`src/hw/rtl/gcd_pkg.sv`:
```
package gcd_pkg;

  // Channel payloads
  typedef struct packed {
    logic signed [30:0] target_latitude;
    logic signed [31:0] target_longitude;
  } gcd_in_t;

  typedef struct packed {
    logic [30:0] distance_cm;
    logic [15:0] bearing_centideg;
  } gcd_out_t;

  // Configuration port
  localparam int unsigned CfgIdxW  = 2;
  localparam int unsigned CfgDataW = 32;

  typedef enum logic [CfgIdxW-1:0] {
    CFG_REF_LAT = 2'd0,
    CFG_REF_LON = 2'd1
  } gcd_cfg_e;

  localparam logic [30:0] RefLatReset = 31'd423071020;
  localparam logic [31:0] RefLonReset = 32'd3578840666;  // -716126630

  // Degree-to-binary-angle scaling: q = (m * 2^21 + DivBias) / DivDen, where m is
  // the magnitude (half angle) or twice it (full angle). The quotient comes from
  // a reciprocal multiply: q = (m * RecipA + RecipC) >> RecipShift, exact for
  // m < 2^33 because both constants are rounded up and the overshoot stays
  // below 1 / DivDen.
  localparam int unsigned DivMagW    = 33;
  localparam int unsigned DivQuoW    = 34;
  localparam int unsigned DivSteps   = 2;
  localparam int unsigned RecipShift = 55;
  localparam logic [21:0] DivDen     = 22'd3515625;
  localparam logic [20:0] DivBias    = 21'd1757812;
  localparam logic [54:0] RecipA     =
    55'(((77'd1 << (RecipShift + 21)) + 77'(DivDen) - 77'd1) / 77'(DivDen));
  localparam logic [54:0] RecipC     =
    55'(((77'(DivBias) << RecipShift) + 77'(DivDen) - 77'd1) / 77'(DivDen));

  typedef struct packed {
    logic               neg;
    logic [DivMagW-1:0] mag;
    logic [DivQuoW-1:0] quo;
  } gcd_div_t;

  // CORDIC datapath
  localparam int unsigned CordW = 35;
  localparam int unsigned AngW  = 34;
  localparam logic [CordW-1:0] CordicGainInv = 35'd652032874;

  typedef struct packed {
    logic [CordW-1:0] x;
    logic [CordW-1:0] y;
    logic [AngW-1:0]  z;
    logic             flip;
  } gcd_cord_t;

  // Integer square root, one result bit per step
  localparam int unsigned SqrtW     = 62;
  localparam int unsigned SqrtSteps = 31;

  typedef struct packed {
    logic [SqrtW-1:0] v;
    logic [SqrtW-1:0] r;
  } gcd_sqrt_t;

  // Bearing vector carried alongside the square roots
  typedef struct packed {
    logic [CordW-1:0] x;
    logic [CordW-1:0] y;
    logic             off;
    logic             zero;
  } gcd_brg_t;

  localparam logic [30:0] PiRadiusCm = 31'd2001508680;
  localparam logic [15:0] CentiTurn  = 16'd36000;

  // atan(2^-i) in binary angle units (2^32 per turn)
  function automatic logic [31:0] atan_bam(input int unsigned i);
    logic [31:0] res;
    case (i)
      0:  res = 32'd536870912;
      1:  res = 32'd316933406;
      2:  res = 32'd167458907;
      3:  res = 32'd85004756;
      4:  res = 32'd42667331;
      5:  res = 32'd21354465;
      6:  res = 32'd10679838;
      7:  res = 32'd5340245;
      8:  res = 32'd2670163;
      9:  res = 32'd1335087;
      10: res = 32'd667544;
      11: res = 32'd333772;
      12: res = 32'd166886;
      13: res = 32'd83443;
      14: res = 32'd41722;
      15: res = 32'd20861;
      16: res = 32'd10430;
      17: res = 32'd5215;
      18: res = 32'd2608;
      19: res = 32'd1304;
      20: res = 32'd652;
      21: res = 32'd326;
      22: res = 32'd163;
      23: res = 32'd81;
      24: res = 32'd41;
      25: res = 32'd20;
      26: res = 32'd10;
      27: res = 32'd5;
      28: res = 32'd3;
      29: res = 32'd1;
      30: res = 32'd1;
      default: res = 32'd0;
    endcase
    return res;
  endfunction

endpackage

```
`src/hw/rtl/gcd_div_cell.sv`:
```
module gcd_div_cell (
  input  logic              clk_i,
  input  logic              en_i,
  input  gcd_pkg::gcd_div_t d_i,
  output gcd_pkg::gcd_div_t d_o
);
  import gcd_pkg::*;

  localparam logic [31:0] RecipLo = RecipA[31:0];
  localparam logic [22:0] RecipHi = RecipA[54:32];

  logic [64:0] plo_q;
  logic [55:0] phi_q;
  logic        neg_q;
  logic [88:0] sum;
  gcd_div_t    div_d, div_q;

  // stage 1: reciprocal product split into two partial products
  always_ff @(posedge clk_i) begin
    if (en_i) begin
      plo_q <= {32'd0, d_i.mag} * {33'd0, RecipLo};
      phi_q <= {23'd0, d_i.mag} * {33'd0, RecipHi};
      neg_q <= d_i.neg;
    end
  end

  // stage 2: recombine, add the rounding constant, keep the quotient bits
  always_comb begin
    sum       = {1'b0, phi_q, 32'd0} + {24'd0, plo_q} + {34'd0, RecipC};
    div_d.neg = neg_q;
    div_d.mag = '0;
    div_d.quo = sum[88:RecipShift];
  end

  always_ff @(posedge clk_i) begin
    if (en_i) begin
      div_q <= div_d;
    end
  end

  assign d_o = div_q;

endmodule

```
`config.mk`:
```
export PLATFORM = sky130hd
export DESIGN_NAME = gcd_div_cell
export DESIGN_NICKNAME = d
export VERILOG_FILES = /design/src/hw/rtl/gcd_pkg.sv /design/src/hw/rtl/gcd_div_cell.sv
export SDC_FILE = /design/constraint.sdc
export NUM_CORES = 2
export LEC_CHECK = 0
export BUFFER_PORTS_ARGS = -buffer_cell sky130_fd_sc_hd__buf_2
export CORE_MARGIN = 2
export CORE_UTILIZATION = 30
export CTS_CLUSTER_SIZE = 30
export DETAILED_ROUTE_END_ITERATION = 8
export PLACE_DENSITY = 0.46
export SYNTH_ARGS = -nofsm -noshare
export SYNTH_HDL_FRONTEND = slang
export SYNTH_SLANG_ARGS = --single-unit
```
`constraint.sdc`:
```
create_clock -name clk_i -period 20.8 [get_ports clk_i]
set_clock_uncertainty 0.15 [all_clocks]
set_input_delay 1.04 -clock clk_i [delete_from_list [all_inputs] [get_ports clk_i]]
set_output_delay 1.04 -clock clk_i [all_outputs]
set_load 0.05 [all_outputs]
```
======== Yosys cells after proc, flatten, opt, wreduce, memory -nomap -nowiden ========
Cells that the tools add are included.
storage, ports and cells
  output and inout bits ................... 68
  register bits ........................... 157
  word-level logic and storage cells ...... 9
cells by class
  $add $sub $neg .......................... 2
  $mul .................................... 2
operator list
  operator                                             count
  adder 88 x 65 -> 89 bit                              1
  adder 89 x 54 -> 89 bit, second input constant       1
  multiplier 33 x 32 -> 65 bit, second input constant  1
  multiplier 33 x 23 -> 56 bit, second input constant  1

======== Longest topological paths before layout ========
  depth after elaboration ................. 2
  mapped depth ............................ 27
  gate-level depth less buffers ........... 27

======== Least setup slack after synthesis ========
Ideal clock, no wire load.
  kind .................................... input -> register
  start ................................... input d_i[52] (netlist name)
  end ..................................... register phi_q[51], data pin
  slack ................................... 13.327 ns
  arrival ................................. 7.060 ns
  path buffers ............................ 1
  data required time ...................... 20.387 ns
  stages .................................. 23
  cells stage by stage .................... inv_1 fa_1 inv_1 fa_1 fa_1 inv_1 fa_1 fa_1 inv_1 fa_1 fa_1 ha_1 buf_2 a21o_1 a21oi_1 o21ai_0 or3_1 o21ba_2 a31o_1 a221o_1 and3_4 a21oi_2 xnor2_1
on the way
  longest elaborated chain between the ends .. 1
RTL lines
  what                          line                RTL
  start, declared               gcd_div_cell.sv:4   input gcd_pkg::gcd_div_t d_i,
  multiplier 33 x 23 -> 56 bit  gcd_div_cell.sv:22  phi_q <= {23'd0, d_i.mag} * {33'd0, RecipHi};
  end signal, assigned          gcd_div_cell.sv:22
  end, declared                 gcd_div_cell.sv:13  logic [55:0] phi_q;
No other way between the ends.
A chain may end at the register's enable or synchronous reset.

======== Worst setup path in the final report ========
  start ................................... input d_i[52] (netlist name)
  end ..................................... register phi_q[50], data pin
Same word-level chain as after synthesis.

==> results.ini <==
[synthesis]
synth.largest_area_cell = fa_1
synth-edff-count = 154
yosysWarnings = 0
ys_seq_area_frac = 0.121
synth-main-ff-cell = edfxtp_1
postSynthAreaPerCell_um2 = 10.3
syn_inst = 3705
synthArstFlopShare = 0
synth_cell_type_count = 74
netlist_top_cells_count = inv_1 (1020), ha_1 (775), fa_1 (660)
netlist_area_mm2 = 0.0381
synth-seq-cells = 154
synth_top_area_share = 0.347
synth_area_leaders = fa_1 (35%), ha_1 (25%), edfxtp_1 (12%), inv_1 (10%), a21oi_1 (2.1%)
synth_most_common_cell = inv_1

[routing]
vias = 25379
drc = 0
ant_nets = 0
wl_um = 118000
drt-pass1-iter-count = 5
avgRoutedWirePerCell_um = 21.7
vias_per_cell = 4.68
drtIter0Drc = 1658

[flow_run]
cap_violations = 0

[sta]
final_hold_viol_count = 0
setup_viol = 0
period_needed_ps = 8940
rsz0062_at_grt = false
clock.fmax_ghz = 0.112
hold_slack_ps = 276
maxSlewViolCount = 0
worst_pin_slew_ps = 926
period_share = 0.430
max_slew_margin = 0.378
final.setup.tns_ps = 0

[finish]
fill_cells = 13112
finalNetCount = 5268
drive_gt1_frac = 0.0347
final_core_util = 0.325
fin_area_mm2 = 0.0409
n_antenna_cell = 0
syn2layout_area_growth_pct = 7.44

[clock_tree]
clkSinkCount = 154
root_buffer = clkbuf_16
cts-htree-levels = 4
cts_resized = 0
cts_tree = done
cts_setup_buffers = 0
ctsHoldBuffers = 0
path_clk_slew_ps = 80
clock_path_buffers = 2
cts_inserted_buffers = 17
clkLatencyLatePin_ps = 460

[placement]
portBuffers = 70
post_dp_cell_area_mm2 = 0.0403
gp_congestion = 0.888
hpwl_um = 103000

[setup_path]
critical_path.top_delay_family = adder cells
crit_path_max_incr_delay_ps = 700
crit_chain = buf_2, inv_1, fa_1, inv_1, fa_1, fa_1, fa_1, fa_1, fa_1, fa_1, ha_1, nand2_1, nor3_1, inv_1, a2111oi_2, o21ai_1, a21oi_1, nor2_1, o21ai_1, a21boi_1, xnor2_1
slowest_stage = a2111oi_2
crit_arrival_ps = 9000
timing.critical_path.mode_cell = fa_1
r2r_setup_slack_ps = 16500
path_max_fanout = 13
path_class = primary input to flip-flop
cp.required_ps = 20860
cp-start-kind = primary input
path_buf_inv = 4
cp-end-kind = flip-flop

[floorplanning]
rows = 130
ioPinCount = 138
die_h_um = 360
dieArea_mm2 = 0.130
start_util = 0.303
die_width_um = 360
core-area_mm2 = 0.126

[worst_hold_path]
min_path_type = flip-flop to flip-flop

[global_route]
grt_start_max_net_pins = 88
grt_pass1_vias = 27107
grt_usage = 0.185
grt_pass1_wl_um = 176000
antenna_found_initial = 5
grt-ovfl-total = 0

[run_status]
status = completed

## area by class of cell
cell class	instances	area, um2	share of cell area
timing repair buffer	81	439	0.0107
tap	1650	2060	0.0504
clock inverter	15	178	0.00434
multi-input combinational	2489	29400	0.718
inverter	1020	3830	0.0935
sequential	154	4620	0.113
clock buffer	17	425	0.0104
## cell usage in the layout, fill, tap and decap left out, types with 33 or more instances in the layout
cell         n
inv_1     1020
fa_1       660
conb_1      33
o21ai_0     65
edfxtp_1   154
a21oi_1    157
buf_2       69
nand3_1     43
xnor2_1     89
nor2_1      83
a21o_1      93
nand4_1     38
xor2_1      51
nand2_1    111
ha_1       775
## logic make-up (layout without fill, tap and decap cells)
group | count (synthesis) | in the layout | synth area share
xor gates and xnor gates | 140 | 140 | 0.0322
buffers and inverters | 1094 | 1133 | 0.111
adders and majority gates | 1435 | 1435 | 0.601
and+or+nand+nor | 373 | 373 | 0.0475
DFF | 154 | 154 | 0.121
other | 1 | 33 | 0.0000984
AOI/OAI and AO/OA | 508 | 508 | 0.0866
## worst reg2reg max path: stages, from the launching register on
cell and delay (ps):
edfxtp_1 420, inv_1 80, ha_1 230, nor4bb_1 260
o21ai_1 100, a2111oi_1 550, nor3_1 220, o311ai_1 650
a2111oi_1 310, o21ai_2 500, and2_1 300, nand4_1 140
xnor2_1 160
## sequential cells by signal (all words and copies together), names as in the netlist
name   cells
plo_q     63
phi_q     55
d_o       35
neg_q      1
## through the flow
stage / setup slack (ps) / std cells
final: 11860 / 5426
after global routing: 11600 / 5426
after CTS: 11810 / 5426
after detailed placement: 11320 / 5394
after global placement: 11310 / 5394
after floorplan: 13330 / 3737
## path summary, 6_finish.rpt
check                           cells past startpoint      from        end
worst max-delay path                               21   d_i[52]  phi_q[50]
worst min-delay path                                0     neg_q    d_o[67]
worst max register to register                     12  plo_q[5]    d_o[21]
worst min register to register                      0     neg_q    d_o[67]
## per-layer routing
metal / wire [um] / track usage / share of wire
met1: 54700 / 0.258 / 0.46
met2: 54700 / 0.302 / 0.46
met3: 5140 / 0.0188 / 0.044
met4: 3400 / 0.0550 / 0.029
met5: 0 / 0 / 0
Power is not shown: default switching activity piles up to over one toggle a cycle in this logic, so the estimate is an artifact.
