File: config.mk
export PLATFORM = sky130hd
export DESIGN_NAME = gcd_cordic_cell
export DESIGN_NICKNAME = d
export VERILOG_FILES = /design/src/hw/rtl/gcd_pkg.sv /design/src/hw/rtl/gcd_cordic_cell.sv
export SDC_FILE = /design/constraint.sdc
export NUM_CORES = 1
export LEC_CHECK = 0
export ABC_CLOCK_PERIOD_IN_PS = 3350
export BUFFER_PORTS_ARGS = -buffer_cell sky130_fd_sc_hd__buf_4
export CORE_UTILIZATION = 50
export DETAILED_ROUTE_END_ITERATION = 10
export GPL_ROUTABILITY_DRIVEN = 0
export PLACE_DENSITY = 0.77
export SLEW_MARGIN = 20
export SYNTH_ARGS = -nofsm -noshare
export SYNTH_HDL_FRONTEND = slang
export SYNTH_SLANG_ARGS = --single-unit
File: constraint.sdc
create_clock -name clk_i -period 3.35 [get_ports clk_i]
set_clock_uncertainty 0.2 [all_clocks]
set_input_delay 0 -clock clk_i [delete_from_list [all_inputs] [get_ports clk_i]]
set_output_delay 0 -clock clk_i [all_outputs]
set_load 0.05 [all_outputs]
File: src/hw/rtl/gcd_pkg.sv
package gcd_pkg;

  // Channel payloads
  typedef struct packed {
    logic signed [30:0] target_latitude;
    logic signed [31:0] target_longitude;
  } gcd_in_t;

  typedef struct packed {
    logic [30:0] distance_cm;
    logic [15:0] bearing_centideg;
  } gcd_out_t;

  // Configuration port
  localparam int unsigned CfgIdxW  = 2;
  localparam int unsigned CfgDataW = 32;

  typedef enum logic [CfgIdxW-1:0] {
    CFG_REF_LAT = 2'd0,
    CFG_REF_LON = 2'd1
  } gcd_cfg_e;

  localparam logic [30:0] RefLatReset = 31'd423071020;
  localparam logic [31:0] RefLonReset = 32'd3578840666;  // -716126630

  // Degree-to-binary-angle scaling: q = (m * 2^21 + DivBias) / DivDen, where m is
  // the magnitude (half angle) or twice it (full angle). The quotient comes from
  // a reciprocal multiply: q = (m * RecipA + RecipC) >> RecipShift, exact for
  // m < 2^33 because both constants are rounded up and the overshoot stays
  // below 1 / DivDen.
  localparam int unsigned DivMagW    = 33;
  localparam int unsigned DivQuoW    = 34;
  localparam int unsigned DivSteps   = 2;
  localparam int unsigned RecipShift = 55;
  localparam logic [21:0] DivDen     = 22'd3515625;
  localparam logic [20:0] DivBias    = 21'd1757812;
  localparam logic [54:0] RecipA     =
    55'(((77'd1 << (RecipShift + 21)) + 77'(DivDen) - 77'd1) / 77'(DivDen));
  localparam logic [54:0] RecipC     =
    55'(((77'(DivBias) << RecipShift) + 77'(DivDen) - 77'd1) / 77'(DivDen));

  typedef struct packed {
    logic               neg;
    logic [DivMagW-1:0] mag;
    logic [DivQuoW-1:0] quo;
  } gcd_div_t;

  // CORDIC datapath
  localparam int unsigned CordW = 35;
  localparam int unsigned AngW  = 34;
  localparam logic [CordW-1:0] CordicGainInv = 35'd652032874;

  typedef struct packed {
    logic [CordW-1:0] x;
    logic [CordW-1:0] y;
    logic [AngW-1:0]  z;
    logic             flip;
  } gcd_cord_t;

  // Integer square root, one result bit per step
  localparam int unsigned SqrtW     = 62;
  localparam int unsigned SqrtSteps = 31;

  typedef struct packed {
    logic [SqrtW-1:0] v;
    logic [SqrtW-1:0] r;
  } gcd_sqrt_t;

  // Bearing vector carried alongside the square roots
  typedef struct packed {
    logic [CordW-1:0] x;
    logic [CordW-1:0] y;
    logic             off;
    logic             zero;
  } gcd_brg_t;

  localparam logic [30:0] PiRadiusCm = 31'd2001508680;
  localparam logic [15:0] CentiTurn  = 16'd36000;

  // atan(2^-i) in binary angle units (2^32 per turn)
  function automatic logic [31:0] atan_bam(input int unsigned i);
    logic [31:0] res;
    case (i)
      0:  res = 32'd536870912;
      1:  res = 32'd316933406;
      2:  res = 32'd167458907;
      3:  res = 32'd85004756;
      4:  res = 32'd42667331;
      5:  res = 32'd21354465;
      6:  res = 32'd10679838;
      7:  res = 32'd5340245;
      8:  res = 32'd2670163;
      9:  res = 32'd1335087;
      10: res = 32'd667544;
      11: res = 32'd333772;
      12: res = 32'd166886;
      13: res = 32'd83443;
      14: res = 32'd41722;
      15: res = 32'd20861;
      16: res = 32'd10430;
      17: res = 32'd5215;
      18: res = 32'd2608;
      19: res = 32'd1304;
      20: res = 32'd652;
      21: res = 32'd326;
      22: res = 32'd163;
      23: res = 32'd81;
      24: res = 32'd41;
      25: res = 32'd20;
      26: res = 32'd10;
      27: res = 32'd5;
      28: res = 32'd3;
      29: res = 32'd1;
      30: res = 32'd1;
      default: res = 32'd0;
    endcase
    return res;
  endfunction

endpackage

File: src/hw/rtl/gcd_cordic_cell.sv
module gcd_cordic_cell #(
  parameter int unsigned STEP = 0,
  parameter bit          VEC  = 1'b0
) (
  input  logic               clk_i,
  input  logic               en_i,
  input  gcd_pkg::gcd_cord_t c_i,
  output gcd_pkg::gcd_cord_t c_o
);
  import gcd_pkg::*;

  localparam logic [AngW-1:0] Atan = {2'b00, atan_bam(STEP)};

  logic signed [CordW-1:0] xs, ys;
  logic                    up;
  gcd_cord_t               c_d, c_q;

  // rotate toward z = 0 (rotation) or toward y = 0 (vectoring)
  always_comb begin
    xs  = $signed(c_i.x) >>> STEP;
    ys  = $signed(c_i.y) >>> STEP;
    up  = VEC ? c_i.y[CordW-1] : ~c_i.z[AngW-1];
    c_d = c_i;
    if (up) begin
      c_d.x = c_i.x - ys;
      c_d.y = c_i.y + xs;
      c_d.z = c_i.z - Atan;
    end else begin
      c_d.x = c_i.x + ys;
      c_d.y = c_i.y - xs;
      c_d.z = c_i.z + Atan;
    end
  end

  always_ff @(posedge clk_i) begin
    if (en_i) begin
      c_q <= c_d;
    end
  end

  assign c_o = c_q;

endmodule

---- After elaboration in Yosys (flattened, before gate mapping) ----
Index checks and enable logic that the tools add are counted.
Widths: inputs -> output; s select.
storage, ports and cells
  register bits ........................... 105
  latch bits .............................. 0
  bits in writable memories ............... 0
  bits in read-only memories .............. 0
  bits of input ports ..................... 107
  memories ................................ 0
cells by class
  $add $sub $neg .......................... 5
  $mul .................................... 0
  div/mod/pow operators ................... 0
  magnitude comparators ................... 0
  eq/ne operators ......................... 0
  shift-type cells ........................ 0
  muxes and demuxes ....................... 1
  bitwise logic cells ..................... 0
  reductions and logical operators ........ 0
operator list
  kind                    count
  $mux 104                1
  $sub 35x35->35          2
  $add 35x35->35          1
  $add 34x30->34 const B  1
  $sub 34x30->34 const B  1

---- Longest topological paths before layout ----
  depth in word-level cells ............... 2
  depth in mapped cells ................... 12
  depth with buffers taken out ............ 12

---- Worst setup path before layout ----
Ideal clock, no wire load.
  kind .................................... input -> register
  start ................................... input port c_i[37] (netlist name)
  end ..................................... register c_q, in the netlist c_o[95], data pin
  data arrival time ....................... 2247 ps
  data required time ...................... 2890 ps
  slack ................................... 643 ps
  stages .................................. 11
  path buffers ............................ 1
  path through ............................ inv_1 ha_1 buf_6 and3_4 a221o_1 o31a_1 a41o_1 a22o_1 a2111oi_4 a21oi_2 xnor2_1
RTL lines
  what                  RTL line               text
  start, declared       gcd_cordic_cell.sv:7   input gcd_pkg::gcd_cord_t c_i,
  end signal, assigned  gcd_cordic_cell.sv:37  c_q <= c_d;
  end, declared         gcd_cordic_cell.sv:16  gcd_cord_t c_d, c_q;

==> reports/qor.yml <==
outcome:
  outcome: "finished, violations left"
  violations: "negative hold slack"
sta:
  drv_slew: 0
  maxSlewHeadroom_pct: 54.4
  worst_pin_slew_ns: 0.683
  fmax_mhz: 314
  fin_crit_sh_pct: 94.9
  hold-worst-slack_ns: -0.0149
  setup_viol: 0
  hold_viol_final: 10
  tns_ns: 0
  period_minus_slack_ns: 3.18
  rsz0062_at_grt: "no"
layout:
  layout.nets: 1487
  final_cell_count_no_fill: 1505
  antenna_cells: 0
  fillers: 1452
  drive_above_1_share_pct: 21.3
  largest_reg_flops: 104
  area_growth_pct: 28.4
power:
  power.leakage_nw: 5.29
  max-vdd-ir-drop_v: 0.000305
  power_mw: 5.21
  p_per_area_mw_per_mm2: 443
clock_tree:
  root_buffer: "clkbuf_16"
  cts_setup_buffers: 0
  cts.sinks: 104
  htreeDepth: 3
  cts_tree: "built"
  cts_buffers: 9
  ctsLongestPathBuffers: 2
  path_clk_slew_ns: 0.08
floorplan:
  die_w_um: 137
  start_util_pct: 51.0
  die-area_mm2: 0.0189
  core_area_mm2: 0.0180
  die_h_um: 137
  fp-row-count: 49
  ios: 212
placement:
  io_buffers: 211
  dp_hpwl_um: 21400
  dp_cells: 1447
routing:
  num_vias: 8910
  vias_per_cell: 5.92
  drt-wirelength-per-cell_um: 18.8
  drtAntennaViolNets: 0
  wl_um: 28400
  drt_pass1_iterations: 5
  post-route-drc-count: 0
  drt_iter0_drc: 1096
global_routing:
  use_met2_pct: 49.8
  grt_busiest_layer: "met2"
  grt_overflow: 0
  grt_max_degree: 69
  gr-usage-met1_pct: 37.7
  antenna_found_initial: 0
  grt_pass1_wl_um: 42600
  track_usage_pct: 29.6
  met3_usage_pct: 4.05
  grt_pass1_vias: 8332
synthesis:
  yosys_register_bits: 104
  avgSynthCellArea_um2: 8.92
  synth-edff-count: 104
  syn-num-nets: 1243
  syn_area_mm2: 0.00916
  synth_warnings: 0
  ys_types: 70
  ys.flop_type: "edfxtp_1"
  ys_async_sr_fraction_pct: 0
  ys_seq_area_share_pct: 34.1
  synthCells: 1027
worst_hold_path:
  min_path_type: "input port to flop"
  min-delay-start: "en_i"
setup_path:
  path_max_fanout: 4
  start_kind: "input port"
  critPathKind: "input port to flop"
  critPathLaunch: "c_i[70]"
  critPathRequiredTime_ns: 3.27
  cp-end-kind: "flop"
  crit_arrival_ns: 3.10
  endpoint: "c_o[67]$_DFFE_PP_"
job:
  drv_cap: 0
logic make-up (layout without fill, tap and decap cells):
family                     Yosys count  count (layout)  synth area share [%]
AOI/OAI and AO/OA                  352             352                  25.0
xor gates and xnor gates            67              67                  6.40
adders and majority gates          109             109                  15.2
buffers and inverters              155             404                  6.66
DFF                                104             104                  34.1
muxes                               14              14                  1.53
and+or+nand+nor                    226             226                  11.2
synth_stat cells, types with 14 or more instances:
cell type  count  share of area, %
clkbuf_1      23              0.94
xnor2_1       60               5.7
inv_1        106               4.3
ha_1         105                14
nor2_1        96               3.9
a21oi_1      119               6.5
a21o_1        29               2.4
nand2_1       54               2.2
o21bai_1      20               1.6
edfxtp_1     104                34
o21ai_0       69               3.8
a31oi_1       18               1.2
mux2i_1       14               1.5
stage by stage:
| stage | hold slack [ns] | setup slack (ns) | cell area, µm² | utilization [%] |
|---|---|---|---|---|
| final | -0.0149 | 0.169 | 11800 | 65.5 |
| after global routing | 0.0315 | 0.0165 | 11800 | 65.5 |
| after global placement | -0.0220 | 0.219 | 11000 | 61.5 |
| after CTS | 0.0140 | 0.124 | 11800 | 65.4 |
| after detailed placement | -0.0207 | 0.170 | 11000 | 61.5 |
| after floorplan | -0.101 | 0.643 | 9160 | - |
what timing repair did:
item	CTS	global route
endpoints found under the setup margin	0	3
resized for setup	0	3
hold endpoints to repair	40	0
hold buffers	42	0
worst min path at each step:
stage / end / depth (start not counted)
floorplan: c_o[0]$_DFFE_PP_ / 0
global route: c_o[91]$_DFFE_PP_ / 1
global placement: c_o[19]$_DFFE_PP_ / 1
finish: c_o[91]$_DFFE_PP_ / 1
CTS: c_o[91]$_DFFE_PP_ / 1
detailed placement: c_o[16]$_DFFE_PP_ / 1
layer usage:
layer	share of wire [%]	wire, µm
met4	3.5	989
met2	47	13300
met1	40	11300
met3	9.9	2810
met5	0	0
placed cells by master, fill, tap and decap left out, drive strengths merged, types with 5 or more instances in the layout:
cell and count:
a2111oi 6, a211oi 8, a21o 29, a21oi 120, a221oi 7, a31oi 20
buf 238, clkbuf 9, dlygate4sd3 42, edfxtp 104, ha 105, inv 110
mux2i 14, nand2 54, nand2b 10, nand3 12, nand4 12, nor2 96
nor2b 13, nor3 12, o211ai 8, o21a 12, o21ai 69, o21bai 20
o31a 5, o31ai 10, xnor2 60, xor2 7
critical path: stages:
cell and delay [ns]:
buf_4 0.12, dlygate4sd3_1 0.56, ha_1 0.23, fa_1 0.39, nand2b_1 0.20, a21o_1 0.23, a31oi_2 0.19, a21o_1 0.17
a21oi_1 0.16, o21a_1 0.25, nand4b_1 0.22, a221oi_2 0.28, xnor2_1 0.09
power by group:
group,total (mW),switching [mW],internal [mW],leakage (nW)
Clock,1.07,0.550,0.521,0.140
Sequential,1.74,0.0646,1.68,1.02
Combinational,2.40,1.57,0.825,4.13
Total,5.21,2.19,3.03,5.29
layout make-up:
cell class	count	area [µm²]	share of cell area, %
clock buffers	9	225	1.91
clock inverters	7	61.3	0.521
inverters	108	405	3.44
multi-input cells	768	5450	46.3
flip-flops and latches	104	3120	26.5
well taps	229	287	2.43
repair buffers	280	2220	18.9
Power figures use the tool's default switching activity.
