--- src/hw/rtl/gcd_delay.sv ---
module gcd_delay #(
  parameter int unsigned WIDTH = 8,
  parameter int unsigned DEPTH = 4
) (
  input  logic             clk_i,
  input  logic             en_i,
  input  logic [WIDTH-1:0] d_i,
  output logic [WIDTH-1:0] d_o
);

  logic [WIDTH-1:0] stage_q [DEPTH];

  // shift line that advances with the pipeline
  always_ff @(posedge clk_i) begin
    if (en_i) begin
      stage_q[0] <= d_i;
      for (int i = 1; i < DEPTH; i++) begin
        stage_q[i] <= stage_q[i-1];
      end
    end
  end

  assign d_o = stage_q[DEPTH-1];

endmodule
--- config.mk ---
export PLATFORM = sky130hd
export DESIGN_NAME = gcd_delay
export DESIGN_NICKNAME = d
export VERILOG_FILES = /design/src/hw/rtl/gcd_delay.sv
export SDC_FILE = /design/constraint.sdc
export NUM_CORES = 1
export LEC_CHECK = 0
export BUFFER_PORTS_ARGS = -buffer_cell sky130_fd_sc_hd__buf_2
export CORE_ASPECT_RATIO = 1.2
export CORE_MARGIN = 10
export CORE_UTILIZATION = 45
export CTS_BUF_LIST = sky130_fd_sc_hd__clkbuf_8
export CTS_CLUSTER_SIZE = 30
export DETAILED_ROUTE_END_ITERATION = 8
export PLACE_DENSITY = 0.67
export REMOVE_ABC_BUFFERS = 1
export SLEW_MARGIN = 15
export SYNTH_ARGS = -nofsm -noshare
export SYNTH_HDL_FRONTEND = slang
export SYNTH_SLANG_ARGS = --single-unit
--- constraint.sdc ---
create_clock -name clk_i -period 0.8 [get_ports clk_i]
set_clock_uncertainty 0.05 [all_clocks]
set_input_delay 0.08 -clock clk_i [delete_from_list [all_inputs] [get_ports clk_i]]
set_output_delay 0.08 -clock clk_i [all_outputs]
set_load 0.005 [all_outputs]
* Yosys cells after proc, flatten, opt, wreduce, memory -nomap -nowiden
Memories as Yosys holds them, arrays and structs flattened.
Index checks and enable logic that the tools add are counted.
** Word-level totals
- Flip-flop bits (word level) :: 0
- Bits in latches :: 0
- RAM bits :: 32
- ROM bits :: 0
- Input bits :: 10
- Logic and storage cells :: 3
- Memories kept :: 1
** Memories
- stage_q :: depth 4, width 8, read ports 4, clocked after Yosys merged registers in 0, wr ports 4, line 11 : logic [WIDTH-1:0] stage_q [DEPTH];
** Operators by class
- $add $sub $neg :: 0
- $mul :: 0
- Divide/modulo/power cells :: 0
- $lt $le $gt $ge :: 0
- Eq/ne operators :: 0
- Shift-type cells :: 0
- Mux-type cells :: 2
- Bitwise operators :: 0
- Reductions and logical operators :: 0
** Operator list (count)
- 1-bit 2-to-1 mux :: 2

* Longest topological paths before layout
Gate-level depths: netlist of run 1.
- Word-level depth :: 2
- Depth in mapped cells :: 0

* Worst setup path before layout of run 1
Ideal clock, no wire load.
- Kind :: reg-to-reg
- Start point :: mem stage_q[0][0]
- End point :: mem stage_q[1][0] (data pin)
- Setup time :: 0.266 ns
- Arrival :: 0.323 ns
- Data required time :: 0.484 ns
- Slack :: 0.161 ns
- Stages on the path, launching flop included :: 1
- Clock period less this slack :: 0.639 ns
- Path through :: edfxtp_1
** RTL lines (line)
- from (decl) :: 11

==> results of run 1 <==
## placed cells by master, fill, tap and decap left out
cell type / instances
edfxtp_1: 32
dlygate4sd3_1: 8
clkbuf_8: 5
buf_12: 2
buf_2: 17
clkinv_1: 1
clkinv_2: 2
## layer usage
layer,global-route usage,up-vias,part of all wire
met3,0.0488,0,0.13
met1,0.0548,181,0.44
met4,0.0458,0,0
li1,-,198,-
met5,0,-,0
met2,0.0776,23,0.44
## through the flow
step	power [uW]	area, um^2
floorplan	2030	961
global placement	2120	1120
detailed placement	2130	1120
CTS	3280	1290
global route	3390	1290
finish	3230	1290
## cells by family (layout without fill, tap and decap cells)
family,count (synthesis),after routing,share of synthesized area
buffers and inverters,0,35,0
flip-flops,32,32,1.00
## what timing repair did
item / in CTS / in global routing
setup endpoints to repair: 8 / 8
hold buffers: 8 / 0
hold endpoints to repair: 8 / 0
## power groups by stage
| stage | registers, uW | clock network, uW | logic, uW |
|---|---|---|---|
| 2_1_floorplan | 2030 | 0 | 0 |
| 3_3_place_gp | 2030 | 0 | 96.2 |
| 3_5_place_dp | 2030 | 0 | 99.8 |
| 4_1_cts | 2000 | 1150 | 129 |
| 5_1_grt | 2010 | 1240 | 140 |
| 6_report | 2000 | 1110 | 127 |
## worst max path at each step
stage / end / cells past startpoint / from
after CTS: d_o[6] / 1 / stage_q[3][6]$_DFFE_PP_
after floorplan: stage_q[1][0]$_DFFE_PP_ / 0 / stage_q[0][0]$_DFFE_PP_
final: d_o[6] / 1 / stage_q[3][6]$_DFFE_PP_
after detailed placement: stage_q[3][1]$_DFFE_PP_ / 2 / en_i
after global placement: stage_q[3][3]$_DFFE_PP_ / 2 / en_i
after global routing: d_o[2] / 1 / stage_q[3][2]$_DFFE_PP_
## area by class of cell
type | count | area (um^2)
sequential | 32 | 961
fill | 142 | 763
timing repair buffer | 27 | 205
clock buffer | 5 | 68.8
tap | 30 | 37.5
clock inverter | 3 | 13.8
==> run metrics, run 1 <==
Bufs and invs on worst path 1; sw power ~600 uW; Peak Freq between 1 and 1.5 GHz; Clk pwr share 0.343; largest net degree at the start of global routing 17; Largest register FFs 32; Die H roughly 70 um; failing checks negative setup slack; reg2reg setup slack between 0.1 and 0.15 ns; CP peak stage delay ~0.36 ns; most frequent cell after synthesis edfxtp_1; Yosys top cell area share 1.00; Initial Util 0.469; switch share 0.184; Worst slew margin 0.931; Synth top cells by count edfxtp_1 (32); Crit Path Max Fanout 1; Placer Congestion roughly 0.6; worst setup path class reg2out; Synth Area per Inst 30.0 um^2; Net count, final 76; num ports 18; Synth Flop Type edfxtp_1; worst r2r dst stage_q[1][5]$_DFFE_PP_; Fin Hold WS 0.178 ns; Post-synth ARST share 0; placed cell count 81; #FFs+latches synth 32; Ys Warns 0; Hold EP stage_q[1][5]$_DFFE_PP_; Worst-Margin Slew around 0.10 ns; drc violations 0; Fin. Hold Viols 0; Lkg Pwr roughly 0.00048 uW; TritonCTS clock tree yes; Int Pwr approximately 2600 uW; power density over the cells between 2000 and 3000 nW/um^2; #MultiIn Comb 0; layout cells sized above 1 0.388; Worst path slowest cell edfxtp_1; critical register-to-register path startpoint stage_q[0][5]$_DFFE_PP_; die width approximately 62 um; Non-Filler Instances between 90 and 100; initial antenna violation count 0; Pins Over Slew Limit 0; aggregate global-route resource usage 0.0574; post-DR wirelength/cell 11.3 um; HP Class in2reg; CTS clk-pin slew, worst paths ~0.060 ns; Final ANT Viol Nets 0; Rows 18; diode count 0; cell family with most CP delay flip-flops; Yosys cell types 1; critical path capture point type primary output; cell count after synthesis 32; GRT overflow 0; # H-tree levels 2; Final WS setup -0.0910 ns; Starting DRT DRC Count 17; post-layout util 0.628; Top Registers stage_q (32); CP startpoint kind register; Core ar. 2050 um^2; vias in the first global route between 400 and 500; leading area contributor after synthesis edfxtp_1; pre-CTS setup slack 0.0738 ns; CTS sink count 32; Min-Delay Startpoint en_i; global-route wire length before repair between 1.5 and 2 mm; Post-CTS Setup Bufs 0; combinational power share 0.039; VDD IR-drop max between 1500 and 2000 uV; Root Driver clkbuf_8; die area 4390 um^2; post-synthesis sequential area ratio 1.00; Multi-input gate area 0 um^2; setup TNS -0.664 ns; total of max-cap violations 0; cts bufs inserted 5; synth top area cells edfxtp_1 (100%); arrival time worst endpoint between 0.7 and 0.8 ns; DR vias 402; Vias/cell between 4 and 5; reg2reg path depth 0; Layout area overhead 33.9%; post-route clock period utilization 1.11; Final setup viols 8; Hold Path Stages 2; clk buf depth 2; Top reg by flops stage_q; # port buffers 17; status finished, violations left; Flop pwr share 0.618; drt total wl around 1.1 mm; Synth Cell Area about 960 um^2; Critical Path RT between 0.6 and 0.7 ns; total iterations of the first detailed-routing run 3; number of synthesized flops with an enable pin 32; crit-path cells buf_2; min Tclk post-route 0.891 ns; post-CTS resize count 0; Skew-Pair Late Insertion Delay roughly 0.27 ns; RSZ-0062 raised after global routing yes; HPWL after detailed placement between 600 and 700 um
No activity file was read; power rests on OpenSTA's default activity.
==> inputs of run 2 (changes only) <==
--- a/config.mk
+++ b/config.mk
@@ -9,11 +9,12 @@
 export CORE_ASPECT_RATIO = 1.2
 export CORE_MARGIN = 10
 export CORE_UTILIZATION = 45
-export CTS_BUF_LIST = sky130_fd_sc_hd__clkbuf_8
+export CTS_BUF_LIST = sky130_fd_sc_hd__clkbuf_2 sky130_fd_sc_hd__clkbuf_4 sky130_fd_sc_hd__clkbuf_8
 export CTS_CLUSTER_SIZE = 30
 export DETAILED_ROUTE_END_ITERATION = 8
 export PLACE_DENSITY = 0.67
 export REMOVE_ABC_BUFFERS = 1
+export SKIP_LAST_GASP = 1
 export SLEW_MARGIN = 15
 export SYNTH_ARGS = -nofsm -noshare
 export SYNTH_HDL_FRONTEND = slang
==> run metrics, run 2 (synthesis gave the netlist of run 1 again) <==
status finished, violations left (unchanged); failing checks negative setup slack (unchanged); cell family with most CP delay flip-flops (unchanged); met2 WL 450 um (was 481 um); Critical Path Start stage_q[3][6]$_DFFE_PP_ (unchanged); HP Class in2reg (unchanged); Layout area overhead 30.6% (was 33.9%); CTS sink count 32 (unchanged); reg2reg path depth 0 (unchanged); cts bufs inserted 5 (unchanged); RSZ-0062 raised after global routing yes (unchanged); num ports 18 (unchanged); Hold Path Stages 2 (unchanged); Final WS setup -0.144 ns (was -0.0910 ns); Placer Congestion 0.589 (unchanged); Min-Delay Startpoint en_i (unchanged); worst setup path class reg2out (unchanged); global-route wire length before repair 1.84 mm (was 1.88 mm); drc violations 0 (unchanged); reg2reg setup slack 0.12 ns (about the same); total iterations of the first detailed-routing run 2 (was 3); Skew-Pair Late Insertion Delay 0.31 ns (was 0.27 ns); post-DR wirelength/cell 11.4 um (was 11.3 um); Critical Path RT 0.67 ns (about the same); pre-CTS setup slack 0.0738 ns (unchanged); Starting DRT DRC Count 2 (was 17); arrival time worst endpoint 0.81 ns (was 0.76 ns); critical path capture point type primary output (unchanged); CP startpoint kind register (unchanged); critical path depth 1 (unchanged); Pins Over Slew Limit 0 (unchanged); CP peak stage delay 0.37 ns (was 0.36 ns); commonest non-fill, non-tap cell in the layout edfxtp_1 (unchanged); die area 4390 um^2 (unchanged); Peak Freq 1.06 GHz (was 1.12 GHz); Core ar. 2050 um^2 (unchanged); max layer used met4 (was met3); # H-tree levels 2 (unchanged); Fin. Hold Viols 0 (unchanged); die width 62.2 um (unchanged); worst r2r dst stage_q[2][1]$_DFFE_PP_ (was stage_q[1][5]$_DFFE_PP_); Worst-Margin Slew 0.104 ns (about the same); drt total wl 1.11 mm (was 1.10 mm); Initial Util 0.469 (unchanged); min Tclk post-route 0.944 ns (was 0.891 ns); Hold EP stage_q[2][7]$_DFFE_PP_ (was stage_q[1][5]$_DFFE_PP_); Die H 70.6 um (unchanged); GRT overflow 0 (unchanged); post-route clock period utilization 1.18 (was 1.11); Largest register FFs 32 (unchanged); HPWL after detailed placement 656 um (unchanged); Crit Path Max Fanout 1 (unchanged); layout cells sized above 1 0.388 (unchanged); Final ANT Viol Nets 0 (unchanged); DR vias 399 (was 402); VDD IR-drop max 1350 uV (was 1630 uV); most frequent cells in the layout edfxtp_1 (32), buf_2 (17), dlygate4sd3_1 (8), clkbuf_4 (5) (was edfxtp_1 (32), buf_2 (17), dlygate4sd3_1 (8), clkbuf_8 (5)); vias in the first global route 441 (was 435); initial antenna violation count 0 (unchanged); Lkg Pwr 0.000465 uW (was 0.000478 uW); aggregate global-route resource usage 0.0547 (was 0.0574); clk buf depth 2 (unchanged); crit-path cells buf_2 (unchanged); Top Registers stage_q (32) (unchanged); Multi-input gate area 0 um^2 (unchanged); diode count 0 (unchanged); # port buffers 17 (unchanged); TritonCTS clock tree yes (unchanged); Worst slew margin 0.931 (about the same); Net count, final 76 (unchanged); #MultiIn Comb 0 (unchanged); Overall Power 2930 uW (was 3230 uW); Vias/cell 4.11 (was 4.14); total of max-cap violations 0 (unchanged); power density over the cells 2330 nW/um^2 (was 2510 nW/um^2); critical register-to-register path startpoint stage_q[1][1]$_DFFE_PP_ (was stage_q[0][5]$_DFFE_PP_); largest net degree at the start of global routing 17 (unchanged); Rows 18 (unchanged); Bufs and invs on worst path 1 (unchanged); Worst path slowest cell edfxtp_1 (unchanged); Detail Route met3 WL 127 um (was 138 um); Post-CTS Setup Bufs 0 (unchanged); CTS clk-pin slew, worst paths 0.09 ns (was 0.06 ns); Final setup viols 8 (unchanged); Root Driver clkbuf_4 (was clkbuf_8); Met1 Wirelength 521 um (was 479 um); Top reg by flops stage_q (unchanged)
==> run 2: changes by cell type in the layout (fill, tap and decap cells not counted) <==
| cell | change |
|---|---|
| clkbuf_4 | +5 |
| clkbuf_8 | -5 |
==> run 2: where the power goes <==
part           switching, uW  internal (uW)  leakage (uW)
Clock                    485            322     0.0000324
Combinational           52.7           74.3      0.000119
Sequential              22.9           1970      0.000313
==> run 2: worst max-delay path by stage <==
stage	to	slack [ns]
after floorplan	stage_q[1][0]$_DFFE_PP_	0.16
after global routing	d_o[2]	-0.21
after CTS	d_o[6]	-0.17
after global placement	stage_q[3][3]$_DFFE_PP_	0.08
after detailed placement	stage_q[3][1]$_DFFE_PP_	0.07
final	d_o[6]	-0.14
==> run 2: timing repair <==
item | in CTS | in global routing
endpoints found under the hold margin | 8 | 0
resized for setup | 0 | 0
setup endpoints to repair | 8 | 8
hold buffers | 8 | 0
==> run 2: final cells by class <==
type / count / area, um^2
clock buffers: 5 / 37.5
clock inverters: 3 / 13.8
fillers: 147 / 795
flip-flops and latches: 32 / 961
well taps: 30 / 37.5
repair buffers: 27 / 205
==> run 2: metrics by stage <==
step	std cells	setup TNS (ns)	util	hold slack (ns)	cell area [um^2]
after CTS	97	-1.27	0.612	0.120	1250
after global placement	81	0	0.548	0.207	1120
after global routing	97	-1.51	0.612	0.119	1250
final	97	-1.08	0.612	0.133	1250
after floorplan	32	0	-	0.129	961
after detailed placement	81	0	0.548	0.208	1120
==> run 2: routing by layer <==
| layer | global-route usage | up-vias |
|---|---|---|
| li1 | - | 200 |
| met1 | 0.0538 | 176 |
| met2 | 0.0753 | 21 |
| met3 | 0.0409 | 2 |
| met4 | 0.0458 | 0 |
| met5 | 0 | - |
