`config.mk`:
```
export PLATFORM = sky130hd
export DESIGN_NAME = gcd_sqrt_cell
export DESIGN_NICKNAME = d
export VERILOG_FILES = /design/src/hw/rtl/gcd_pkg.sv /design/src/hw/rtl/gcd_sqrt_cell.sv
export SDC_FILE = /design/constraint.sdc
export NUM_CORES = 1
export LEC_CHECK = 0
export BUFFER_PORTS_ARGS = -buffer_cell sky130_fd_sc_hd__buf_2
export CORE_MARGIN = 2
export CORE_UTILIZATION = 50
export CTS_CLUSTER_SIZE = 20
export DETAILED_ROUTE_END_ITERATION = 8
export PLACE_DENSITY = 0.75
export REMOVE_ABC_BUFFERS = 1
export SLEW_MARGIN = 20
export SYNTH_ARGS = -nofsm -noshare
export SYNTH_HDL_FRONTEND = slang
export SYNTH_SLANG_ARGS = --single-unit
export TNS_END_PERCENT = 20
```
`constraint.sdc`:
```
create_clock -name clk_i -period 14.1 [get_ports clk_i]
set_input_delay 1.41 -clock clk_i [delete_from_list [all_inputs] [get_ports clk_i]]
set_output_delay 1.41 -clock clk_i [all_outputs]
set_load 0.02 [all_outputs]
```
`src/hw/rtl/gcd_pkg.sv`:
```
package gcd_pkg;

  // Channel payloads
  typedef struct packed {
    logic signed [30:0] target_latitude;
    logic signed [31:0] target_longitude;
  } gcd_in_t;

  typedef struct packed {
    logic [30:0] distance_cm;
    logic [15:0] bearing_centideg;
  } gcd_out_t;

  // Configuration port
  localparam int unsigned CfgIdxW  = 2;
  localparam int unsigned CfgDataW = 32;

  typedef enum logic [CfgIdxW-1:0] {
    CFG_REF_LAT = 2'd0,
    CFG_REF_LON = 2'd1
  } gcd_cfg_e;

  localparam logic [30:0] RefLatReset = 31'd423071020;
  localparam logic [31:0] RefLonReset = 32'd3578840666;  // -716126630

  // Degree-to-binary-angle scaling: q = (m * 2^21 + DivBias) / DivDen, where m is
  // the magnitude (half angle) or twice it (full angle). The quotient comes from
  // a reciprocal multiply: q = (m * RecipA + RecipC) >> RecipShift, exact for
  // m < 2^33 because both constants are rounded up and the overshoot stays
  // below 1 / DivDen.
  localparam int unsigned DivMagW    = 33;
  localparam int unsigned DivQuoW    = 34;
  localparam int unsigned DivSteps   = 2;
  localparam int unsigned RecipShift = 55;
  localparam logic [21:0] DivDen     = 22'd3515625;
  localparam logic [20:0] DivBias    = 21'd1757812;
  localparam logic [54:0] RecipA     =
    55'(((77'd1 << (RecipShift + 21)) + 77'(DivDen) - 77'd1) / 77'(DivDen));
  localparam logic [54:0] RecipC     =
    55'(((77'(DivBias) << RecipShift) + 77'(DivDen) - 77'd1) / 77'(DivDen));

  typedef struct packed {
    logic               neg;
    logic [DivMagW-1:0] mag;
    logic [DivQuoW-1:0] quo;
  } gcd_div_t;

  // CORDIC datapath
  localparam int unsigned CordW = 35;
  localparam int unsigned AngW  = 34;
  localparam logic [CordW-1:0] CordicGainInv = 35'd652032874;

  typedef struct packed {
    logic [CordW-1:0] x;
    logic [CordW-1:0] y;
    logic [AngW-1:0]  z;
    logic             flip;
  } gcd_cord_t;

  // Integer square root, one result bit per step
  localparam int unsigned SqrtW     = 62;
  localparam int unsigned SqrtSteps = 31;

  typedef struct packed {
    logic [SqrtW-1:0] v;
    logic [SqrtW-1:0] r;
  } gcd_sqrt_t;

  // Bearing vector carried alongside the square roots
  typedef struct packed {
    logic [CordW-1:0] x;
    logic [CordW-1:0] y;
    logic             off;
    logic             zero;
  } gcd_brg_t;

  localparam logic [30:0] PiRadiusCm = 31'd2001508680;
  localparam logic [15:0] CentiTurn  = 16'd36000;

  // atan(2^-i) in binary angle units (2^32 per turn)
  function automatic logic [31:0] atan_bam(input int unsigned i);
    logic [31:0] res;
    case (i)
      0:  res = 32'd536870912;
      1:  res = 32'd316933406;
      2:  res = 32'd167458907;
      3:  res = 32'd85004756;
      4:  res = 32'd42667331;
      5:  res = 32'd21354465;
      6:  res = 32'd10679838;
      7:  res = 32'd5340245;
      8:  res = 32'd2670163;
      9:  res = 32'd1335087;
      10: res = 32'd667544;
      11: res = 32'd333772;
      12: res = 32'd166886;
      13: res = 32'd83443;
      14: res = 32'd41722;
      15: res = 32'd20861;
      16: res = 32'd10430;
      17: res = 32'd5215;
      18: res = 32'd2608;
      19: res = 32'd1304;
      20: res = 32'd652;
      21: res = 32'd326;
      22: res = 32'd163;
      23: res = 32'd81;
      24: res = 32'd41;
      25: res = 32'd20;
      26: res = 32'd10;
      27: res = 32'd5;
      28: res = 32'd3;
      29: res = 32'd1;
      30: res = 32'd1;
      default: res = 32'd0;
    endcase
    return res;
  endfunction

endpackage

```
`src/hw/rtl/gcd_sqrt_cell.sv`:
```
module gcd_sqrt_cell #(
  parameter int unsigned K = 0
) (
  input  logic               clk_i,
  input  logic               en_i,
  input  gcd_pkg::gcd_sqrt_t s_i,
  output gcd_pkg::gcd_sqrt_t s_o
);
  import gcd_pkg::*;

  localparam logic [SqrtW-1:0] Bit = {{(SqrtW-1){1'b0}}, 1'b1} << (2 * K);

  logic [SqrtW-1:0] sum;
  gcd_sqrt_t        s_d, s_q;

  // one result bit: try r + 4^K against the remainder
  always_comb begin
    sum = s_i.r + Bit;
    s_d = s_i;
    if (s_i.v >= sum) begin
      s_d.v = s_i.v - sum;
      s_d.r = (s_i.r >> 1) + Bit;
    end else begin
      s_d.r = s_i.r >> 1;
    end
  end

  always_ff @(posedge clk_i) begin
    if (en_i) begin
      s_q <= s_d;
    end
  end

  assign s_o = s_q;

endmodule

```
**Word-level counts from Yosys, hierarchy flattened**

Index checks and enable logic that the tools add are counted.

- Logic and storage cells: 9
- Output and inout bits: 124
- Bits in registers: 124

- $add $sub $neg: 3
- Order comparisons: 1
- Multiplexer cells: 2

Operators by type and width:

| operator | count |
|---|---|
| 61-bit by 1-bit adder with 62-bit output (second input constant) | 1 |
| 62-bit by 1-bit adder with 62-bit output (second input constant) | 1 |
| 62-bit greater-or-equal comparator | 1 |
| 62-bit two-way mux | 1 |
| 62-bit subtractor | 1 |
| 61-bit two-way mux | 1 |

**Depth between registers and ports, before layout**

Gate-level depths: netlist of the first run.

- Depth in word-level cells: 3
- Mapped depth: 25

**Worst setup path after synthesis of the first run**

OpenSTA, ideal clock, no wires.

- Path type: in2reg
- From: input port s_i[3] (netlist name)
- To: register s_q (netlist bit s_o[48]) (data pin)
- Cell stages on the path: 23
- Arrival time: 5.559 ns
- Required time: 13.842 ns
- Slack: 8.283 ns
- Cell sequence: buf_2 -> nand3_1 -> nor2_1 -> nand3_1 -> nor2_1 -> nand2_1 -> or3_1 -> nor2b_1 -> nor2b_1 -> xnor2_1 -> ha_1 -> clkbuf_1 -> nand2_1 -> o21ai_1 -> a21o_1 -> a21oi_1 -> o21ai_0 -> and2_1 -> a21oi_2 -> o31a_1 -> buf_2 -> or4_1 -> xnor2_1

RTL lines:

| item | line | source |
|---|---|---|
| start: declaration | gcd_sqrt_cell.sv:6 | `input gcd_pkg::gcd_sqrt_t s_i,` |
| end signal: assignment | gcd_sqrt_cell.sv:30 | `s_q <= s_d;` |
| end: declaration | gcd_sqrt_cell.sv:14 | `gcd_sqrt_t s_d, s_q;` |

==> qor.csv, run 1 <==
stage;metric;value;unit
outcome;outcome;completed;
setup_path;slowest_delay;800;ps
synth;yosys_warnings;0;
clock_network;cts_buffer_depth;2;
global_route;grt_pass1_vias;9534;
die;num_io_pins;250;
layout;n_fill_cell;1833;
global_route;globalRouteOverflowTotal;0;
setup_path;cp.depth;21;
die;start_util;51.2;%
detailed_routing;drt-vias-per-instance;5.98;
global_route;grt_pass1_wl;53100;µm
sta;holdWs;1280;ps
layout;layout_common_cells;buf_2, nor2_1, nand2_1, a21oi_1, edfxtp_1;
sta;slew_viol_final;0;
synth;avgSynthCellArea;8.71;µm²
global_route;grt_start_max_net_pins;92;
layout;nets;1609;
min_path;min_path_type;primary input to flop;
detailed_routing;detail_route.first_pass.iterations;7;
min_path;worstHoldPathCells;3;
clock_network;cts.clk_slew.worst_paths;60;ps
clock_network;ctsResizeCount;0;
pwr;leakage;5.06;nW
setup_path;cp_top_family;simple AND/OR/NAND/NOR gates;
placed_design;hpwl;27400;µm
setup_path;crit_path_start_kind;primary input;
die;die_h;148;µm
global_route;grt_usage;31.5;%
placed_design;placed_cell_area;0.0118;mm²
detailed_routing;routed_wl;35200;µm
placed_design;place.gp.congestion;1.05;
clock_network;cts_setup_buffers;0;
global_route;grt_antenna_before_repair;8;
die;dieArea;0.0220;mm²
sta;tightestPinTransition;955;ps
synth;syn_area;0.0104;mm²
die;placementRows;52;
layout;largest_reg_flops;124;
sta;fin_crit;7830;ps
detailed_routing;drtIter0Drc;906;
layout;syn2layout_area_growth;19.8;%
setup_path;setup.worst_path.class;primary input to flop;
detailed_routing;vias;10182;
setup_path;path_buf_inv;3;
placed_design;port_buffers;249;
detailed_routing;routedWlPerCell;20.6;µm
clock_network;cts.htree.levels;4;
setup_path;crit_arrival;8000;ps
setup_path;cp_cell_sequence;buf_2 -> nand3_1 -> nor2_1 -> nand3_1 -> nor2_1 -> nand2_1 -> nor3_1 -> nand3_1 -> xor2_1 -> ha_1 -> nand4_1 -> or4_1 -> nor2_1 -> nand4_1 -> nand3b_1 -> o21ba_2 -> o31ai_4 -> buf_4 -> buf_4 -> nand4_1 -> xnor2_1;
sta;rsz0062_at_grt;no;
sta;setup_violations;0;
synth;ys_seq_elements;124;
sta;tns;0;ps
sta;timing.final.crit_share;55.5;%
sta;slew_headroom;36.3;%
sta;timing.final.hold_violations;0;
die;core;0.0204;mm²
synth;synth_cell_types;64;
layout;final_common_cell;buf_2;
synth;ys_seq_area_share;35.7;%
setup_path;crit_fanout;91;
synth;syn_inst;1197;
layout;stdcell_area;0.0125;mm²
pwr;power.density;110;mW/mm²
sta;max_freq;0.128;GHz
min_path;hold_path_startpoint;s_i[71];
setup_path;cp.required;14270;ps
detailed_routing;ant_nets;0;
clock_network;cts_root_buf;clkbuf_16;
die;die-width;148;µm
setup_path;crit_path_end_kind;flop;
clock_network;cts_hold_buf;0;
flow_run;max_cap_violations;0;
synth;ys.flop_type;edfxtp_1;
pwr;ir_worst_vdd;0.0000820;V
synth;synth_edf_count;124;
clock_network;cts_tree;yes;
clock_network;cts.sinks;124;
layout;final_util;61.3;%
clock_network;numCtsBuffers;17;
synth;async_flop_share;0;%
detailed_routing;route.detailed.drc;0;
setup_path;slowest_stage;buf_4;
layout;layout-drive-gt1-share;21.3;%
min_path;hold_end;s_o[71];
pwr;p_total;1.38;mW
[where the power goes]
part	internal, mW	switching (mW)
combinational	0.142	0.263
sequential	0.459	0.0117
clock	0.329	0.172
[worst max path at each step]
stage               startpoint      end  slack, ps
finish                  s_i[3]  s_o[57]       6270
global route            s_i[3]  s_o[57]       5900
CTS                     s_i[3]  s_o[57]       6370
detailed placement      s_i[3]  s_o[57]       5920
global placement        s_i[3]  s_o[57]       6120
floorplan               s_i[3]  s_o[57]       4610
[layout make-up]
type,instances,area (µm²),area share (%)
inverters,27,101,0.812
multi-input cells,993,6370,51.0
diodes,3,7.51,0.0601
flip-flops and latches,124,3720,29.8
clock inverters,14,223,1.78
well taps,270,338,2.71
repair buffers,255,1290,10.4
clock buffers,18,429,3.44
[cell usage after synthesis (26+ instances only)]
library cell  instances  share of area (%)
a21o_1               35                2.5
a21oi_1             126                6.1
edfxtp_1            124                 36
ha_1                 64                7.7
inv_1                26               0.94
nand2_1             134                4.8
nand3_1              48                2.3
nand4_1              44                2.6
nor2_1              138                5.0
nor3_1               27                1.3
o21ai_0              37                1.8
xnor2_1              96                8.1
xor2_1               82                6.9
[cells by family after synthesis]
| group | after synthesis | synth area share (%) |
|---|---|---|
| AOI/OAI and AO/OA | 277 | 16.3 |
| adders and majority gates | 65 | 7.88 |
| buffers and inverters | 80 | 3.22 |
| muxes | 1 | 0.108 |
| DFF | 124 | 35.7 |
| and+or+nand+nor | 472 | 21.8 |
| xor gates and xnor gates | 178 | 15.0 |
[stage by stage]
stage                     instances  setup WS [ps]
after global placement         1669           6120
final                          1704           6270
after CTS                      1701           6370
after floorplan                1144           4610
after global routing           1704           5900
after detailed placement       1669           5920
[routing by layer]
layer  wire, µm  global-route usage [%]  vias to the layer above  part of all wire (%)
met4        780                    8.10                        8                   2.2
met3       3430                    6.81                       75                   9.8
li1           -                       -                     4796                     -
met5         54                       0                        -                  0.15
met1      15200                    44.6                     4725                    43
met2      15700                    49.4                      578                    45
Power figures use the tool's default switching activity.
==> run 2: changes to the inputs <==
- clock period: 14.1 -> 7.3 ns (I/O delays scaled with it)
==> run 2 against run 1 <==
  * Worst setup slack worse by 5400 ps
  * First-iteration DRC count is 0.88% higher
  * Cell count is 0.29% higher
  * Hold slack worse by 690 ps
  * Via count is 0.27% higher
  * Sequential share of layout area hardly changed
  * Sequential cell count stayed put
  * Global-route usage is 1.5 points higher
  * Non-clock buffer count is 7 higher
  * Largest power group is now registers
==> qor.csv, run 2 (synthesis results as in run 1) <==
stage;metric;value;unit;change
setup_path;cp.required;7490;ps;was 14270 ps
sta;rsz0062_at_grt;no;;unchanged
setup_path;setup.worst_path.class;primary input to flop;;unchanged
die;num_io_pins;250;;unchanged
sta;tns;0;ps;unchanged
layout;final_util;61.3;%;about the same
sta;setup_slack;904;ps;was 6270 ps
layout;final_common_cell;buf_2;;unchanged
layout;layout_common_cells;buf_2, nor2_1, nand2_1, a21oi_1, edfxtp_1;;unchanged
outcome;outcome;completed;;unchanged
sta;slew_viol_final;0;;unchanged
setup_path;crit_end;s_o[48];;was s_o[57]
placed_design;place.gp.congestion;1.01;;was 1.05
global_route;grt_start_max_net_pins;81;;was 92
layout;nets;1616;;was 1609
min_path;min_path_type;primary input to flop;;unchanged
pwr;leakage;5.06;nW;about the same
pwr;p_total;2.58;mW;was 1.38 mW
clock_network;cts_buffer_depth;2;;unchanged
setup_path;crit_path_end_kind;flop;;unchanged
detailed_routing;route.detailed.drc;0;;unchanged
clock_network;ctsResizeCount;0;;unchanged
pwr;power.density;207;mW/mm²;was 110 mW/mm²
die;die_h;148;µm;unchanged
die;start_util;51.2;%;unchanged
sta;fin_crit;6400;ps;
setup_path;crit_fanout;23;;was 91
pwr;ir_worst_vdd;0.000156;V;was 0.0000820 V
clock_network;cts_tree;yes;;unchanged
detailed_routing;drt-vias-per-instance;5.97;;was 5.98
layout;syn2layout_area_growth;19.9;%;was 19.8%
global_route;grt_pass1_vias;9840;;was 9534
detailed_routing;routed_wl;36700;µm;was 35200 µm
placed_design;pre_cts_ws;527;ps;was 5920 ps
detailed_routing;vias;10210;;was 10182
layout;n_fill_cell;1855;;was 1833
sta;max_freq;0.156;GHz;
layout;ff_latch_area;0.00372;mm²;unchanged
clock_network;cts_setup_buffers;0;;unchanged
clock_network;cts_hold_buf;0;;unchanged
die;core;0.0204;mm²;unchanged
detailed_routing;detail_route.first_pass.iterations;6;;was 7
placed_design;dp.cells;1676;;was 1669
layout;largest_reg_flops;124;;unchanged
setup_path;critical_path.startpoint;s_i[3];;unchanged
sta;setup_violations;0;;unchanged
placed_design;port_buffers;249;;unchanged
detailed_routing;drtIter0Drc;914;;was 906
layout;final_cells;1709;;was 1704
clock_network;cts.sinks;124;;unchanged
clock_network;cts.htree.levels;4;;unchanged
detailed_routing;ant_nets;0;;unchanged
placed_design;hpwl;29100;µm;was 27400 µm
die;placementRows;52;;unchanged
die;die-width;148;µm;unchanged
clock_network;numCtsBuffers;17;;unchanged
global_route;grt_pass1_wl;55200;µm;was 53100 µm
die;dieArea;0.0220;mm²;unchanged
global_route;grt_antenna_before_repair;2;;was 8
detailed_routing;routedWlPerCell;21.5;µm;was 20.6 µm
global_route;grt_usage;33.0;%;was 31.5%
sta;tightestPinTransition;1100;ps;was 955 ps
setup_path;crit_arrival;6580;ps;was 8000 ps
flow_run;max_cap_violations;0;;unchanged
sta;slew_headroom;26.6;%;was 36.3%
setup_path;crit_path_start_kind;primary input;;unchanged
sta;timing.final.hold_violations;0;;unchanged
clock_network;cts_root_buf;clkbuf_16;;unchanged
layout;stdcell_area;0.0125;mm²;about the same
sta;holdWs;593;ps;was 1280 ps
sta;timing.final.crit_share;87.6;%;
layout;multi_input_area;0.00637;mm²;unchanged
clock_network;cts.clk_slew.worst_paths;60;ps;about the same
placed_design;placed_cell_area;0.0119;mm²;was 0.0118 mm²
global_route;globalRouteOverflowTotal;0;;unchanged
layout;layout-drive-gt1-share;21.7;%;was 21.3%
[run 2: changes by cell type in the layout (fill, tap and decap cells not counted), sizes merged]
cell	before	now
inv	27	26
clkbuf	18	20
buf	255	262
clkinvlp	0	3
bufinv	6	3
clkinv	8	7
diode	3	1
[run 2: area by class of cell]
cell class	instances	area share (%)
clock buffers	20	3.50
inverters	27	0.811
diodes	1	0.0200
well taps	270	2.70
multi-input cells	993	51.0
clock inverters	12	1.18
flip-flops and latches	124	29.8
repair buffers	262	11.0
[run 2: how the worst min path moves through the flow]
stage | from | endpoint | cells after the start
2_1_floorplan | en_i | s_o[0] | 0
3_3_place_gp | s_i[69] | s_o[69] | 2
3_5_place_dp | s_i[69] | s_o[69] | 2
4_1_cts | s_i[69] | s_o[69] | 2
5_1_grt | s_i[69] | s_o[69] | 2
6_report | s_i[69] | s_o[69] | 2
[run 2: worst max-delay path, stage by stage]
cell	delay [ps]
buf_2	170
nand3_1	130
nor2_1	380
nand3_1	330
nor2_1	450
nand2_1	270
nor3_1	590
nand3_1	280
xor2_1	210
ha_1	380
nand4_1	320
or4_1	620
nor2_1	120
nand4_1	170
nand3b_1	200
o21ba_2	200
o31a_2	250
buf_12	230
or4_1	420
xnor2_1	140
[run 2: where the power goes]
group	switching [mW]	total (mW)	internal (mW)	leakage, nW
clock network	0.340	0.874	0.534	0.275
registers	0.0249	0.912	0.887	1.21
logic	0.517	0.798	0.281	3.57
total	0.881	2.58	1.70	5.06
[run 2: metal layers]
layer | wire [µm] | global-route usage, % | vias up
met2 | 16500 | 51.4 | 563
li1 | - | - | 4806
met4 | 1060 | 11.5 | 0
met3 | 3690 | 8.01 | 65
met1 | 15400 | 45.0 | 4776
met5 | 0 | 0 | -
==> run 3: changes to the inputs <==
- REMOVE_ABC_BUFFERS: 1 -> default
- clock period: 7.3 -> 7.1 ns (I/O delays scaled with it)
==> run 3 against run 2 <==
  * Hold slack lost 13 ps
  * Critical endpoint is now s_o[6]
  * Cell count grew 0.64%
  * Sequential share of layout area shrank 0.060 points
  * Sequential power grew 2.7%
  * Clock power shrank 4.1%
  * Utilization grew 0.12 points
  * Power grew 0.10%
==> qor.csv, run 3 (synthesis results as in run 1) <==
stage;metric;value;unit;change
setup_path;crit_path_start_kind;primary input;;unchanged
placed_design;place.gp.congestion;1.00;;was 1.01
sta;setup_violations;0;;unchanged
die;placementRows;52;;unchanged
sta;max_freq;0.166;GHz;
global_route;grt_pass1_vias;9621;;was 9840
die;dieArea;0.0220;mm²;unchanged
setup_path;slowest_delay;640;ps;was 620 ps
clock_network;cts_hold_buf;0;;unchanged
sta;tightestPinTransition;989;ps;was 1100 ps
layout;syn2layout_area_growth;20.1;%;was 19.9%
clock_network;cts.htree.levels;4;;unchanged
detailed_routing;route.detailed.drc;0;;unchanged
flow_run;max_cap_violations;0;;unchanged
setup_path;crit_fanout;41;;was 23
sta;tns;0;ps;unchanged
sta;timing.final.crit_share;84.7;%;
global_route;globalRouteOverflowTotal;0;;unchanged
sta;slew_viol_final;0;;unchanged
detailed_routing;drtIter0Drc;941;;was 914
pwr;clockPowerShare;32.4;%;was 33.8%
detailed_routing;vias;10263;;was 10210
detailed_routing;drt-vias-per-instance;5.97;;about the same
clock_network;numCtsBuffers;17;;unchanged
die;num_io_pins;250;;unchanged
detailed_routing;detail_route.first_pass.iterations;6;;unchanged
clock_network;cts_root_buf;clkbuf_16;;unchanged
pwr;p_total;2.59;mW;was 2.58 mW
setup_path;cp_cell_sequence;buf_2 -> nand3_1 -> nor2_1 -> nand3_1 -> nor2_1 -> buf_4 -> nand2_1 -> nor3_1 -> buf_4 -> nand3_1 -> xor2_1 -> ha_1 -> nand4_1 -> or4_1 -> nor2_1 -> nand4_1 -> nand3b_1 -> o21ba_2 -> o31ai_4 -> buf_6 -> buf_4 -> nand4_1 -> xnor2_1;;was buf_2 -> nand3_1 -> nor2_1 -> nand3_1 -> nor2_1 -> nand2_1 -> nor3_1 -> nand3_1 -> xor2_1 -> ha_1 -> nand4_1 -> or4_1 -> nor2_1 -> nand4_1 -> nand3b_1 -> o21ba_2 -> o31a_2 -> buf_12 -> or4_1 -> xnor2_1
setup_path;slowest_stage;or4_1;;unchanged
layout;largest_reg_flops;124;;unchanged
setup_path;setup.worst_path.class;primary input to flop;;unchanged
die;core;0.0204;mm²;unchanged
pwr;power_switching_share;35.1;%;was 34.1%
placed_design;port_buffers;249;;unchanged
sta;timing.final.hold_violations;0;;unchanged
die;die_h;148;µm;unchanged
setup_path;path_buf_inv;5;;was 2
layout;ff_latch_area;0.00372;mm²;unchanged
pwr;p_int;1.68;mW;was 1.70 mW
sta;fin_crit;6010;ps;
clock_network;cts.clk_slew.worst_paths;60;ps;about the same
pwr;ir_worst_vdd;0.000177;V;was 0.000156 V
outcome;outcome;completed;;unchanged
setup_path;cp_top_family;simple AND/OR/NAND/NOR gates;;unchanged
clock_network;cts_tree;yes;;unchanged
detailed_routing;routed_wl;36000;µm;was 36700 µm
pwr;p_seq_share;36.2;%;was 35.3%
placed_design;hpwl;28100;µm;was 29100 µm
die;start_util;51.2;%;unchanged
die;die-width;148;µm;unchanged
layout;final_common_cell;buf_2;;unchanged
clock_network;cts.sinks;124;;unchanged
pwr;power.density;207;mW/mm²;about the same
layout;nets;1624;;was 1616
clock_network;ctsResizeCount;0;;unchanged
detailed_routing;ant_nets;0;;unchanged
pwr;switchingPower;0.908;mW;was 0.881 mW
global_route;grt_start_max_net_pins;72;;was 81
sta;rsz0062_at_grt;no;;unchanged
layout;layout-drive-gt1-share;22.4;%;was 21.7%
synth;synth_nets;1388;;
setup_path;crit_path_end_kind;flop;;unchanged
global_route;grt_pass1_wl;53600;µm;was 55200 µm
clock_network;cts_buffer_depth;2;;unchanged
pwr;leakage;5.08;nW;was 5.06 nW
min_path;min_path_type;primary input to flop;;unchanged
pwr;combPwrFrac;31.4;%;was 30.9%
global_route;grt_usage;31.9;%;was 33.0%
layout;multi_input_area;0.00637;mm²;unchanged
sta;slew_headroom;34.1;%;was 26.6%
layout;layout_common_cells;buf_2, nor2_1, nand2_1, a21oi_1, edfxtp_1;;unchanged
setup_path;crit_arrival;6190;ps;was 6580 ps
clock_network;cts_setup_buffers;0;;unchanged
global_route;grt_antenna_before_repair;5;;was 2
layout;n_fill_cell;1819;;was 1855
setup_path;cp.required;7280;ps;was 7490 ps
detailed_routing;routedWlPerCell;20.9;µm;was 21.5 µm
run 3: cell count changes in the layout (fill, tap and decap cells not counted), sizes merged:
cell / change
buf: +8
bufinv: -2
clkbuf: -3
clkinvlp: +3
diode: +3
inv: +2
run 3: final timing paths:
kind  cells after the start       to    start
min                       3  s_o[99]  s_i[99]
max                      23   s_o[6]   s_i[3]
run 3: layout make-up:
cell class	count	area share, %
Multi-Input combinational cell	993	50.9
Timing Repair Buffer	270	11.4
Antenna cell	4	0.0800
Sequential cell	124	29.7
Clock inverter	15	1.00
Inverter	27	0.810
Tap cell	270	2.70
Clock buffer	17	3.40
run 3: layer usage:
layer  wire (µm)  GRT usage (%)
met1       14700           43.4
met2       16300           49.5
met5          14              0
met3        3860           7.06
met4        1080           12.6
run 3: metrics by stage:
step                std cells  hold slack, ps  area, µm²  util [%]  worst slack (ps)
global route             1719             608      12500      61.5               844
detailed placement       1683            1020      11900      58.7               621
CTS                      1715             580      12500      61.4              1040
floorplan                1197             822      10400         -              1980
finish                   1720             580      12500      61.5              1090
global placement         1683            1010      11900      58.7               761
run 3: power by group through the flow:
stage | registers (mW) | logic, mW | clock network (mW)
final | 0.937 | 0.811 | 0.838
after global routing | 0.943 | 0.876 | 0.875
after CTS | 0.937 | 0.801 | 0.842
after detailed placement | 0.950 | 0.796 | 0
after global placement | 0.951 | 0.793 | 0
after floorplan | 1.06 | 0.415 | 0
